--- src/hw/rtl/lsf_pkg.sv ---
// Package for the learning switch forwarding block: sizes, item types,
// sequencer states and port mask helpers. No dependencies.
`timescale 1ns / 1ps

package lsf_pkg;

    // Table and port sizing.
    localparam int PORTS         = 8;
    localparam int TABLE_ENTRIES = 64;
    localparam int ADDR_BITS     = 48;

    localparam int IDX_W   = (TABLE_ENTRIES > 1) ? $clog2(TABLE_ENTRIES) : 1;
    localparam int CNT_W   = $clog2(TABLE_ENTRIES + 1);
    localparam int ENTRY_W = ADDR_BITS + PORTS;

    // Field widths fixed by the item formats.
    localparam int PORT_W     = 3;
    localparam int FIELD_AW   = 48;
    localparam int TAG_W      = 16;
    localparam int EGRESS_W   = 8;
    localparam int PDATA_W    = 64;
    localparam int PADDR_W    = 4;

    // Register index codes (byte address divided by eight).
    localparam logic REG_BROADCAST = 1'b0;

    localparam logic [FIELD_AW-1:0] BROADCAST_RESET = '1;

    typedef logic [PORTS-1:0] port_mask_t;

    typedef struct packed {
        logic [PORT_W-1:0]   ingress_port;
        logic [FIELD_AW-1:0] source_address;
        logic [FIELD_AW-1:0] dest_address;
        logic [TAG_W-1:0]    frame_tag;
    } in_item_t;

    typedef struct packed {
        logic [EGRESS_W-1:0] egress_mask;
        logic [TAG_W-1:0]    frame_tag_out;
        logic                dest_known;
        logic                learn_dropped;
    } out_item_t;

    // Result of the shared address comparator.
    typedef struct packed {
        logic hit_src;
        logic hit_dst;
    } match_t;

    typedef enum logic [2:0] {
        ST_IDLE,
        ST_SCAN,
        ST_LEARN,
        ST_RESOLVE,
        ST_DONE
    } state_t;

    localparam port_mask_t ALL_PORTS = '1;

    // Keep only the highest set bit of a port mask.
    function automatic port_mask_t highest_port_f(input port_mask_t m);
        port_mask_t r;
        r = '0;
        for (int p = 0; p < PORTS; p++) begin
            if (m[p]) begin
                r    = '0;
                r[p] = 1'b1;
            end
        end
        return r;
    endfunction

endpackage

--- src/hw/rtl/lsf_ram.sv ---
// Generic single-write, single-read RAM with a registered read port.
// No dependencies.
`timescale 1ns / 1ps

module lsf_ram #(
    parameter int WIDTH = 8,
    parameter int DEPTH = 16
) (
    input  logic                                        aclk,
    input  logic                                        we,
    input  logic [((DEPTH > 1) ? $clog2(DEPTH) : 1)-1:0] waddr,
    input  logic [WIDTH-1:0]                            wdata,
    input  logic                                        re,
    input  logic [((DEPTH > 1) ? $clog2(DEPTH) : 1)-1:0] raddr,
    output logic [WIDTH-1:0]                            rdata
);

    logic [WIDTH-1:0] mem [DEPTH];

    // Write port.
    always_ff @(posedge aclk) begin
        if (we) begin
            mem[waddr] <= wdata;
        end
    end

    // Registered read port.
    always_ff @(posedge aclk) begin
        if (re) begin
            rdata <= mem[raddr];
        end
    end

endmodule

--- src/hw/rtl/lsf_match.sv ---
// Shared address comparator: one candidate address against the source and
// destination keys of the current item. Depends on lsf_pkg.
`timescale 1ns / 1ps

module lsf_match (
    input  logic [lsf_pkg::ADDR_BITS-1:0] cand_addr,
    input  logic [lsf_pkg::ADDR_BITS-1:0] src_key,
    input  logic [lsf_pkg::ADDR_BITS-1:0] dst_key,
    output lsf_pkg::match_t               result
);
    import lsf_pkg::*;

    // Equality against both keys.
    always_comb begin
        result.hit_src = (cand_addr == src_key);
        result.hit_dst = (cand_addr == dst_key);
    end

endmodule

--- src/hw/rtl/learning_switch_forwarding.sv ---
// Top level of the learning switch forwarding block: APB register, table
// sequencer and result register. Depends on lsf_pkg, lsf_ram and lsf_match.
//
// Usage: frame headers enter on the s_ channel (valid/ready) as one item each.
// The source address is learned into a 64-entry table held in a RAM, then the
// destination is resolved to an egress port mask, returned on the m_ channel.
// After acceptance an item passes through the states scan, learn, resolve and
// done. The scan covers the cnt learned entries (0 to 64): it reads each entry
// once through the RAM port, the single comparator tests it in the cycle after
// the read against both the source and the destination, and the scan closes
// after the last compare; learn, broadcast check and result load follow in
// turn. The next item is accepted back in idle, one item at a time.
// s_ready is high only while the sequencer is idle; it does not wait for the
// result register, so a new item can start while a result waits.
// If the receiver stalls, the finished result waits in the sequencer until
// the result register frees up; nothing is dropped.
// Reset (aresetn low, synchronous) empties the table by clearing its fill
// count, sets broadcast_address to all ones and drops any pending result.
// broadcast_address lies at byte address 0 of the APB port (64-bit data);
// write it only while the block is idle.
`timescale 1ns / 1ps

module learning_switch_forwarding (
    input  logic                         aclk,
    input  logic                         aresetn,
    input  logic                         s_valid,
    output logic                         s_ready,
    input  lsf_pkg::in_item_t            s_item,
    output logic                         m_valid,
    input  logic                         m_ready,
    output lsf_pkg::out_item_t           m_item,
    input  logic                         psel,
    input  logic                         penable,
    input  logic                         pwrite,
    input  logic [lsf_pkg::PADDR_W-1:0]  paddr,
    input  logic [lsf_pkg::PDATA_W-1:0]  pwdata,
    output logic [lsf_pkg::PDATA_W-1:0]  prdata,
    output logic                         pready
);
    import lsf_pkg::*;

    state_t                 state_reg, state_next;
    logic [FIELD_AW-1:0]    bcast_reg;
    logic [CNT_W-1:0]       cnt_reg;
    logic                   out_valid_reg;
    logic                   cmp_vld_reg;
    out_item_t              out_item_reg;

    logic [PORT_W-1:0]      port_reg;
    logic [ADDR_BITS-1:0]   src_reg;
    logic [ADDR_BITS-1:0]   dst_reg;
    logic [TAG_W-1:0]       tag_reg;
    logic [CNT_W-1:0]       rd_idx_reg;
    logic [IDX_W-1:0]       cmp_idx_reg;
    logic                   src_hit_reg;
    logic [IDX_W-1:0]       src_idx_reg;
    port_mask_t             src_mask_reg;
    logic                   dst_hit_reg;
    port_mask_t             dst_mask_reg;
    logic                   dropped_reg;
    port_mask_t             egress_reg;
    logic                   known_reg;

    logic                   cfg_wr;
    logic                   out_free;
    logic                   issue;
    logic                   port_ok;
    logic                   can_append;
    port_mask_t             ingress_bit;
    port_mask_t             flood;
    port_mask_t             learn_mask;
    logic                   ram_we;
    logic [IDX_W-1:0]       ram_waddr;
    logic [ENTRY_W-1:0]     ram_wdata;
    logic [ENTRY_W-1:0]     ram_rdata;
    logic [ADDR_BITS-1:0]   cand_addr;
    match_t                 match;

    // APB register access.
    assign pready = 1'b1;
    assign cfg_wr = psel && penable && pwrite && (paddr[PADDR_W-1] == REG_BROADCAST);
    assign prdata = (paddr[PADDR_W-1] == REG_BROADCAST) ? PDATA_W'(bcast_reg) : '0;

    // Handshakes.
    assign s_ready  = (state_reg == ST_IDLE);
    assign m_valid  = out_valid_reg;
    assign m_item   = out_item_reg;
    assign out_free = !out_valid_reg || m_ready;

    // Learning terms for the current item.
    assign port_ok     = (int'(port_reg) < PORTS);
    assign ingress_bit = port_ok ? (port_mask_t'(1) << port_reg) : '0;
    assign flood       = ALL_PORTS & ~ingress_bit;
    assign learn_mask  = src_hit_reg ? (src_mask_reg | ingress_bit) : ingress_bit;
    assign can_append  = (cnt_reg < CNT_W'(TABLE_ENTRIES));

    // Next-state logic.
    always_comb begin
        state_next = state_reg;
        case (state_reg)
            ST_IDLE: begin
                if (s_valid) state_next = ST_SCAN;
            end
            ST_SCAN: begin
                if (!issue && !cmp_vld_reg) state_next = ST_LEARN;
            end
            ST_LEARN: begin
                state_next = ST_RESOLVE;
            end
            ST_RESOLVE: begin
                state_next = ST_DONE;
            end
            ST_DONE: begin
                if (out_free) state_next = ST_IDLE;
            end
            default: begin
                state_next = ST_IDLE;
            end
        endcase
    end

    // Sequencer outputs: RAM controls and comparator input select.
    always_comb begin
        issue     = 1'b0;
        ram_we    = 1'b0;
        ram_waddr = src_hit_reg ? src_idx_reg : cnt_reg[IDX_W-1:0];
        ram_wdata = {src_reg, learn_mask};
        cand_addr = bcast_reg[ADDR_BITS-1:0];
        case (state_reg)
            ST_SCAN: begin
                issue     = (rd_idx_reg < cnt_reg);
                cand_addr = ram_rdata[ENTRY_W-1 -: ADDR_BITS];
            end
            ST_LEARN: begin
                ram_we    = port_ok && (src_hit_reg || can_append);
                cand_addr = src_reg;
            end
            default: begin
                cand_addr = bcast_reg[ADDR_BITS-1:0];
            end
        endcase
    end

    lsf_ram #(
        .WIDTH (ENTRY_W),
        .DEPTH (TABLE_ENTRIES)
    ) u_table (
        .aclk  (aclk),
        .we    (ram_we),
        .waddr (ram_waddr),
        .wdata (ram_wdata),
        .re    (issue),
        .raddr (rd_idx_reg[IDX_W-1:0]),
        .rdata (ram_rdata)
    );

    lsf_match u_match (
        .cand_addr (cand_addr),
        .src_key   (src_reg),
        .dst_key   (dst_reg),
        .result    (match)
    );

    // Control state: sequencer, fill count, register, result valid.
    always_ff @(posedge aclk) begin
        if (!aresetn) begin
            state_reg     <= ST_IDLE;
            cnt_reg       <= '0;
            bcast_reg     <= BROADCAST_RESET;
            out_valid_reg <= 1'b0;
            cmp_vld_reg   <= 1'b0;
        end else begin
            state_reg   <= state_next;
            cmp_vld_reg <= issue;
            if (cfg_wr) begin
                bcast_reg <= pwdata[FIELD_AW-1:0];
            end
            if (state_reg == ST_LEARN && port_ok && !src_hit_reg && can_append) begin
                cnt_reg <= cnt_reg + CNT_W'(1);
            end
            if (state_reg == ST_DONE && out_free) begin
                out_valid_reg <= 1'b1;
            end else if (m_ready) begin
                out_valid_reg <= 1'b0;
            end
        end
    end

    // Item datapath.
    always_ff @(posedge aclk) begin
        case (state_reg)
            ST_IDLE: begin
                if (s_valid) begin
                    port_reg    <= s_item.ingress_port;
                    src_reg     <= s_item.source_address[ADDR_BITS-1:0];
                    dst_reg     <= s_item.dest_address[ADDR_BITS-1:0];
                    tag_reg     <= s_item.frame_tag;
                    rd_idx_reg  <= '0;
                    src_hit_reg <= 1'b0;
                    dst_hit_reg <= 1'b0;
                    dropped_reg <= 1'b0;
                end
            end
            ST_SCAN: begin
                cmp_idx_reg <= rd_idx_reg[IDX_W-1:0];
                if (issue) begin
                    rd_idx_reg <= rd_idx_reg + CNT_W'(1);
                end
                // Entry read last cycle is now at the comparator.
                if (cmp_vld_reg) begin
                    if (match.hit_src) begin
                        src_hit_reg  <= 1'b1;
                        src_idx_reg  <= cmp_idx_reg;
                        src_mask_reg <= ram_rdata[PORTS-1:0];
                    end
                    if (match.hit_dst) begin
                        dst_hit_reg  <= 1'b1;
                        dst_mask_reg <= ram_rdata[PORTS-1:0];
                    end
                end
            end
            ST_LEARN: begin
                if (port_ok && !src_hit_reg && !can_append) begin
                    dropped_reg <= 1'b1;
                end
                // Destination equal to the source sees the freshly learned mask.
                if (ram_we && match.hit_dst) begin
                    dst_hit_reg  <= 1'b1;
                    dst_mask_reg <= learn_mask;
                end
            end
            ST_RESOLVE: begin
                // Broadcast wins over a table hit.
                if (match.hit_dst) begin
                    egress_reg <= flood;
                    known_reg  <= 1'b0;
                end else if (dst_hit_reg && (dst_mask_reg & ALL_PORTS) != '0) begin
                    egress_reg <= highest_port_f(dst_mask_reg & ALL_PORTS);
                    known_reg  <= 1'b1;
                end else begin
                    egress_reg <= flood;
                    known_reg  <= 1'b0;
                end
            end
            ST_DONE: begin
                if (out_free) begin
                    out_item_reg.egress_mask   <= EGRESS_W'(egress_reg);
                    out_item_reg.frame_tag_out <= tag_reg;
                    out_item_reg.dest_known    <= known_reg;
                    out_item_reg.learn_dropped <= dropped_reg;
                end
            end
            default: begin
            end
        endcase
    end

endmodule

--- config.mk ---
export PLATFORM = sky130hd
export DESIGN_NAME = learning_switch_forwarding
export DESIGN_NICKNAME = d
export VERILOG_FILES = /design/src/hw/rtl/lsf_pkg.sv /design/src/hw/rtl/lsf_ram.sv /design/src/hw/rtl/lsf_match.sv /design/src/hw/rtl/learning_switch_forwarding.sv
export SDC_FILE = /design/constraint.sdc
export NUM_CORES = 2
export LEC_CHECK = 0
export ABC_AREA = 1
export ABC_CLOCK_PERIOD_IN_PS = 6300
export BUFFER_PORTS_ARGS = -buffer_cell sky130_fd_sc_hd__buf_2
export CORE_MARGIN = 5
export CORE_UTILIZATION = 34
export DETAILED_ROUTE_END_ITERATION = 10
export GPL_TIMING_DRIVEN = 0
export PLACE_DENSITY_LB_ADDON = 0.3
export SYNTH_ARGS = -nofsm -noshare
export SYNTH_HDL_FRONTEND = slang
export SYNTH_SLANG_ARGS = --single-unit
--- constraint.sdc ---
create_clock -name aclk -period 6.3 [get_ports aclk]
set_input_delay 1.26 -clock aclk [delete_from_list [all_inputs] [get_ports aclk]]
set_output_delay 1.26 -clock aclk [all_outputs]
set_load 0.05 [all_outputs]
## After elaboration in Yosys (flattened, before gate mapping)

Memories as Yosys holds them, arrays and structs flattened. A register that Yosys moved wholly into a read port is not among the register bits.
Cells that the tools add are included.

- Add/subtract/negate cells: 2
- Order comparisons: 2
- Equal/unequal tests: 15
- Shift-type cells: 1
- Mux-type cells: 42
- Bitwise operators: 3
- Reduce and logical (&&, ||, !) cells: 33

Operators with widths:

| kind | count |
|---|---|
| $mux W8 | 13 |
| $eq A48 B48 Y1 | 2 |
| $pmux W48 S2 | 1 |
| $mux W48 | 1 |
| $pmux W8 S2 | 1 |
| $mux W1 | 15 |
| $pmux W3 S5 | 1 |
| $add A7 B1 Y7 const B | 2 |
| $mux W7 | 2 |
| $ne A2 B2 Y1 const B | 7 |
| $pmux W7 S2 | 1 |
| $reduce_and A3 Y1 | 4 |
| $logic_and A1 B1 Y1 | 10 |
| $mux W3 | 3 |
| $not A8 Y8 | 1 |
| $or A8 B8 Y8 | 1 |
| $reduce_and A4 Y1 | 2 |
| $reduce_bool A2 Y1 | 4 |
| $reduce_bool A8 Y1 | 1 |
| $shl A1 B3 Y8 const A | 1 |
| $lt A7 B7 Y1 | 1 |
| $lt A7 B7 Y1 const B | 1 |
| $eq A3 B2 Y1 const B | 2 |
| $mux W6 | 1 |
| other kinds (12) | 20 |

- Register bits after elaboration: 248
- RAM bits: 3584
- Input bits: 190
- Output and inout port bits: 93
- Logic and storage cells: 122
- Memories: 1

Memory list:

| memory | words | bits a word | read ports | clocked after memory_dff | write ports | RTL line | source |
|---|---|---|---|---|---|---|---|
| u_table.mem | 64 | 56 | 1 | 1 | 1 | lsf_ram.sv:18 | `logic [WIDTH-1:0] mem [DEPTH];` |

## Logic depth before layout (Yosys ltp)

- Depth after elaboration: 10
- Mapped depth: 19

## Modules after synthesis

From an unflattened synthesis, not the netlist that was laid out.

- Cells, all modules: 12889
- Area total of the unflattened synthesis: 155898.3 µm²

By module, submodules not included:

| module | times used | cells an instance | area each (µm²) | seq. area each (µm²) |
|---|---|---|---|---|
| lsf_ram | 1 | 11787 | 144713.8 | 109304.8 |
| learning_switch_forwarding | 1 | 885 | 9924.5 | 6846.6 |
| lsf_match | 1 | 217 | 1260.0 | 0.0 |

## Worst setup path after synthesis

Ideal clock, no wire load.

- Path type: register to register
- Start: register state_reg[2]
- End: memory u_table.mem[10][0] in the netlist's numbering (enable)
- Arrival: 3981 ps
- Path slack: 1848 ps
- Cell stages (with the launch flop): 8
- Clock period less this slack: 4452 ps
- Cells stage by stage: dfxtp_1 > inv_2 > nand3_4 > buf_2 > buf_1 > a21oi_2 > nand4_1 > nor2_1

- Longest elaborated chain between the ends: 4

RTL lines:

| element | RTL line | source |
|---|---|---|
| start, declared | learning_switch_forwarding.sv:42 | `state_t state_reg, state_next;` |
| start signal, assigned | learning_switch_forwarding.sv:173 | `state_reg <= state_next;` |
| $eq A3 B2 Y1 | learning_switch_forwarding.sv:129 | `case (state_reg)` |
| $mux W1 | learning_switch_forwarding.sv:129 |  |
| $mux W1 | lsf_ram.sv:22 | `if (we) begin` |
| $mux W1 (not written as such) | lsf_ram.sv:23 | `mem[waddr] <= wdata;` |
| end, declared | lsf_ram.sv:18 |  |

Every way passes these cells.

## Final worst setup path

- Start: register rd_idx_reg[1]
- End: register u_table.rdata[0], read port of u_table.mem, data pin

- Longest elaborated chain between the ends: 2

RTL lines:

| element | RTL line | source |
|---|---|---|
| start, declared | learning_switch_forwarding.sv:53 | `logic [CNT_W-1:0] rd_idx_reg;` |
| start signal, assigned | learning_switch_forwarding.sv:207 | `rd_idx_reg <= rd_idx_reg + CNT_W'(1);` |
| $lt A7 B7 Y1 | learning_switch_forwarding.sv:131 | `issue = (rd_idx_reg < cnt_reg);` |
| $mux W1 | learning_switch_forwarding.sv:129 |  |
| end, declared | lsf_ram.sv:15 | `output logic [WIDTH-1:0] rdata` |

Several ways; a longest one is shown, not always the timed one.
A chain may end at the register's enable or synchronous reset.

==> out/metrics.yaml <==
outcome: "complete, but fails checks"
violations: "capacitance limit, slew limit, setup timing"
most-common-layout-cells: "edfxtp_1, nor2_1, o21ai_0"
dpl.hpwl_um: 480000
drtIter0Drc: 18500
grt_pass1_wl_um: 862000
yosysUniqueCellTypes: 47
wl_um: 656000
async_reset_ff_frac: 0
synth.area.top_cells: "edfxtp_1, nor2_1, o32ai_1"
hold_buffers: 0
clk_pin_slew_worst_paths_ns: 0.06
ir_worst_vdd_v: 0.000246
chipWidth_um: 681
yosysTopAreaCell: "edfxtp_1"
drive_above_1_share: 0.118
worst_pin_slew_ns: 1.65
top_register: "u_table.mem"
htree_levels: 5
cts-resized-gates: 0
skew_ns: 0.0682
fin_crit_sh: 1.06
rsz0062_at_grt: "no"
clkSinkCount: 3888
via_count: 108000
synth_area_mm2: 0.153
core_area_mm2: 0.449
area_delta_synth_final_pct: 20.0
wl_per_cell_um: 35.7
cts_tree: "yes"
grt_remaining_overflow: 0
io_buffers: 245
crit_path_end_kind: "flop"
crit_type: "reg -> reg"
worst-endpoint-arrival_ns: 7.08
placed_area_mm2: 0.172
synthFlopType: "edfxtp_1"
r2r_setup_slack_ns: -0.39
ys_seq_elements: 3888
largest_reg_flops: 3584
setup_viol: 2
dieArea_mm2: 0.464
setup_ws_ns: -0.391
postCtsSetupRepairBufs: 0
dr.pass1.iters: 8
rows: 246
crit_chain: "clkbuf_1 > clkbuf_1 > clkbuf_1 > o221ai_1 > o211ai_1 > nand3_1 > nand3_1 > nand3_1"
avgSynthCellArea_um2: 13.9
numCtsBuffers: 384
ant_nets: 0
hold_violations: 0
final_common_cell: "edfxtp_1"
viasPerCell: 5.90
drc_errors: 0
final_area_mm2: 0.184
crit_required_ns: 6.69
fmax_mhz: 149
ys_warn_count: 0
start_util: 0.341
reg_top3: "u_table.mem x3584, u_table.rdata x56"
num-fill-cells: 41200
seq_area_frac_synth: 0.758
ioPinCount: 283
fin_crit_ns: 6.69
grt_max_degree: 66
clk_latency_ns: 0.97
nets: 12300
min_path_type: "reg -> reg"
max_cap_violations: 7
powerDensity_mw_per_mm2: 362
p_leak_nw: 60.1
antenna_found_initial: 72
cts.path.max_buffers: 4
grt_pass1_vias: 98600
crit_slowest_cell: "clkbuf_1"
total_power_mw: 66.6
slew_violations: 51
slew_headroom: -0.100
syn_inst: 11000
die_h_um: 681
grtUsageTotal: 0.272
start_kind: "flop"
cp_max_fo: 10
synth_top_area_frac: 0.750
cpPeakStageDelay_ns: 1.16
synth_edf_count: 3828
cts-root-buf: "clkbuf_16"
place_congestion: 1.00
[cells by family (layout without fill, tap and decap cells)]
logic type,Yosys count,in the layout,synth area share
AO/OA/AOI/OAI,2194,2194,0.0968
XOR/XNOR,16,16,0.000915
adder cells (fa/ha/maj),8,8,0.000654
buffers and inverters,972,2284,0.0260
flip-flops,3888,3888,0.758
multiplexers,341,341,0.0223
other,2,57,0.0000490
AND/OR/NAND/NOR,3613,3613,0.0950
[stage by stage]
stage          setup TNS [ns]  setup slack, ns  std cells   util  hold slack (ns)
5_1_grt                     0            0.122      18300  0.409            0.422
3_5_place_dp                0            0.497      17600  0.382            0.405
6_report               -0.514           -0.391      18400  0.410            0.385
2_1_floorplan               0             1.85      11000      -            0.400
4_1_cts                     0            0.478      18300  0.409            0.383
3_3_place_gp         -9696.60            -3.24      17200  0.361            0.400
[worst paths after layout]
path	from	endpoint	depth (start not counted)
max	rd_idx_reg[1]	u_table.rdata[0]	8
min	tag_reg[15]	m_item[17]	0
max reg2reg	rd_idx_reg[1]	u_table.rdata[0]	8
min reg2reg	tag_reg[15]	m_item[17]	0
[critical path: cells and delay by family, from the launching register on]
family,cells,cell delay [ns]
buf+inv,3,3.08
compound gates,2,0.70
simple gates,3,1.68
flops,1,0.61
[Yosys cell counts (7+ instances only)]
master and count:
edfxtp_1 3828, nor2_1 2194, o21ai_0 930, nand2_1 762, clkbuf_1 560, o32ai_1 555, nand3_1 547, mux2i_1 341
o221ai_1 341, inv_1 181, a21oi_1 177, o211ai_1 157, buf_2 123, dfxtp_1 60, buf_1 52, nand4_1 49
buf_4 35, nor3_1 18, nand3b_1 14, inv_2 13, xnor2_1 10, o22ai_1 9, ha_1 8, o21ai_2 8
or2_2 7
[where the power goes]
group / internal, mW / switching [mW]
clock network: 12.7 / 10.1
registers: 29.0 / 0.257
logic: 3.19 / 11.3
[per-layer routing]
metal | share of wire | vias to the layer above | track usage
met4 | 0.076 | 22 | 0.169
met5 | 0.00038 | - | 0.00177
met1 | 0.35 | 54400 | 0.343
li1 | - | 43900 | -
met2 | 0.43 | 8359 | 0.403
met3 | 0.14 | 1603 | 0.0904
[final cells by class]
class                   count  area, um^2  area share
flip-flops and latches   3888      116000       0.632
multi-input cells        6189       33700       0.183
repair buffers            624       10300      0.0562
clock buffers             471       10100      0.0549
well taps                5952        7450      0.0405
plain buffers             776        3280      0.0178
clock inverters           217        2030      0.0110
inverters                 196         746     0.00406
diodes                     40         100    0.000545
Power figures use the tool's default switching activity.
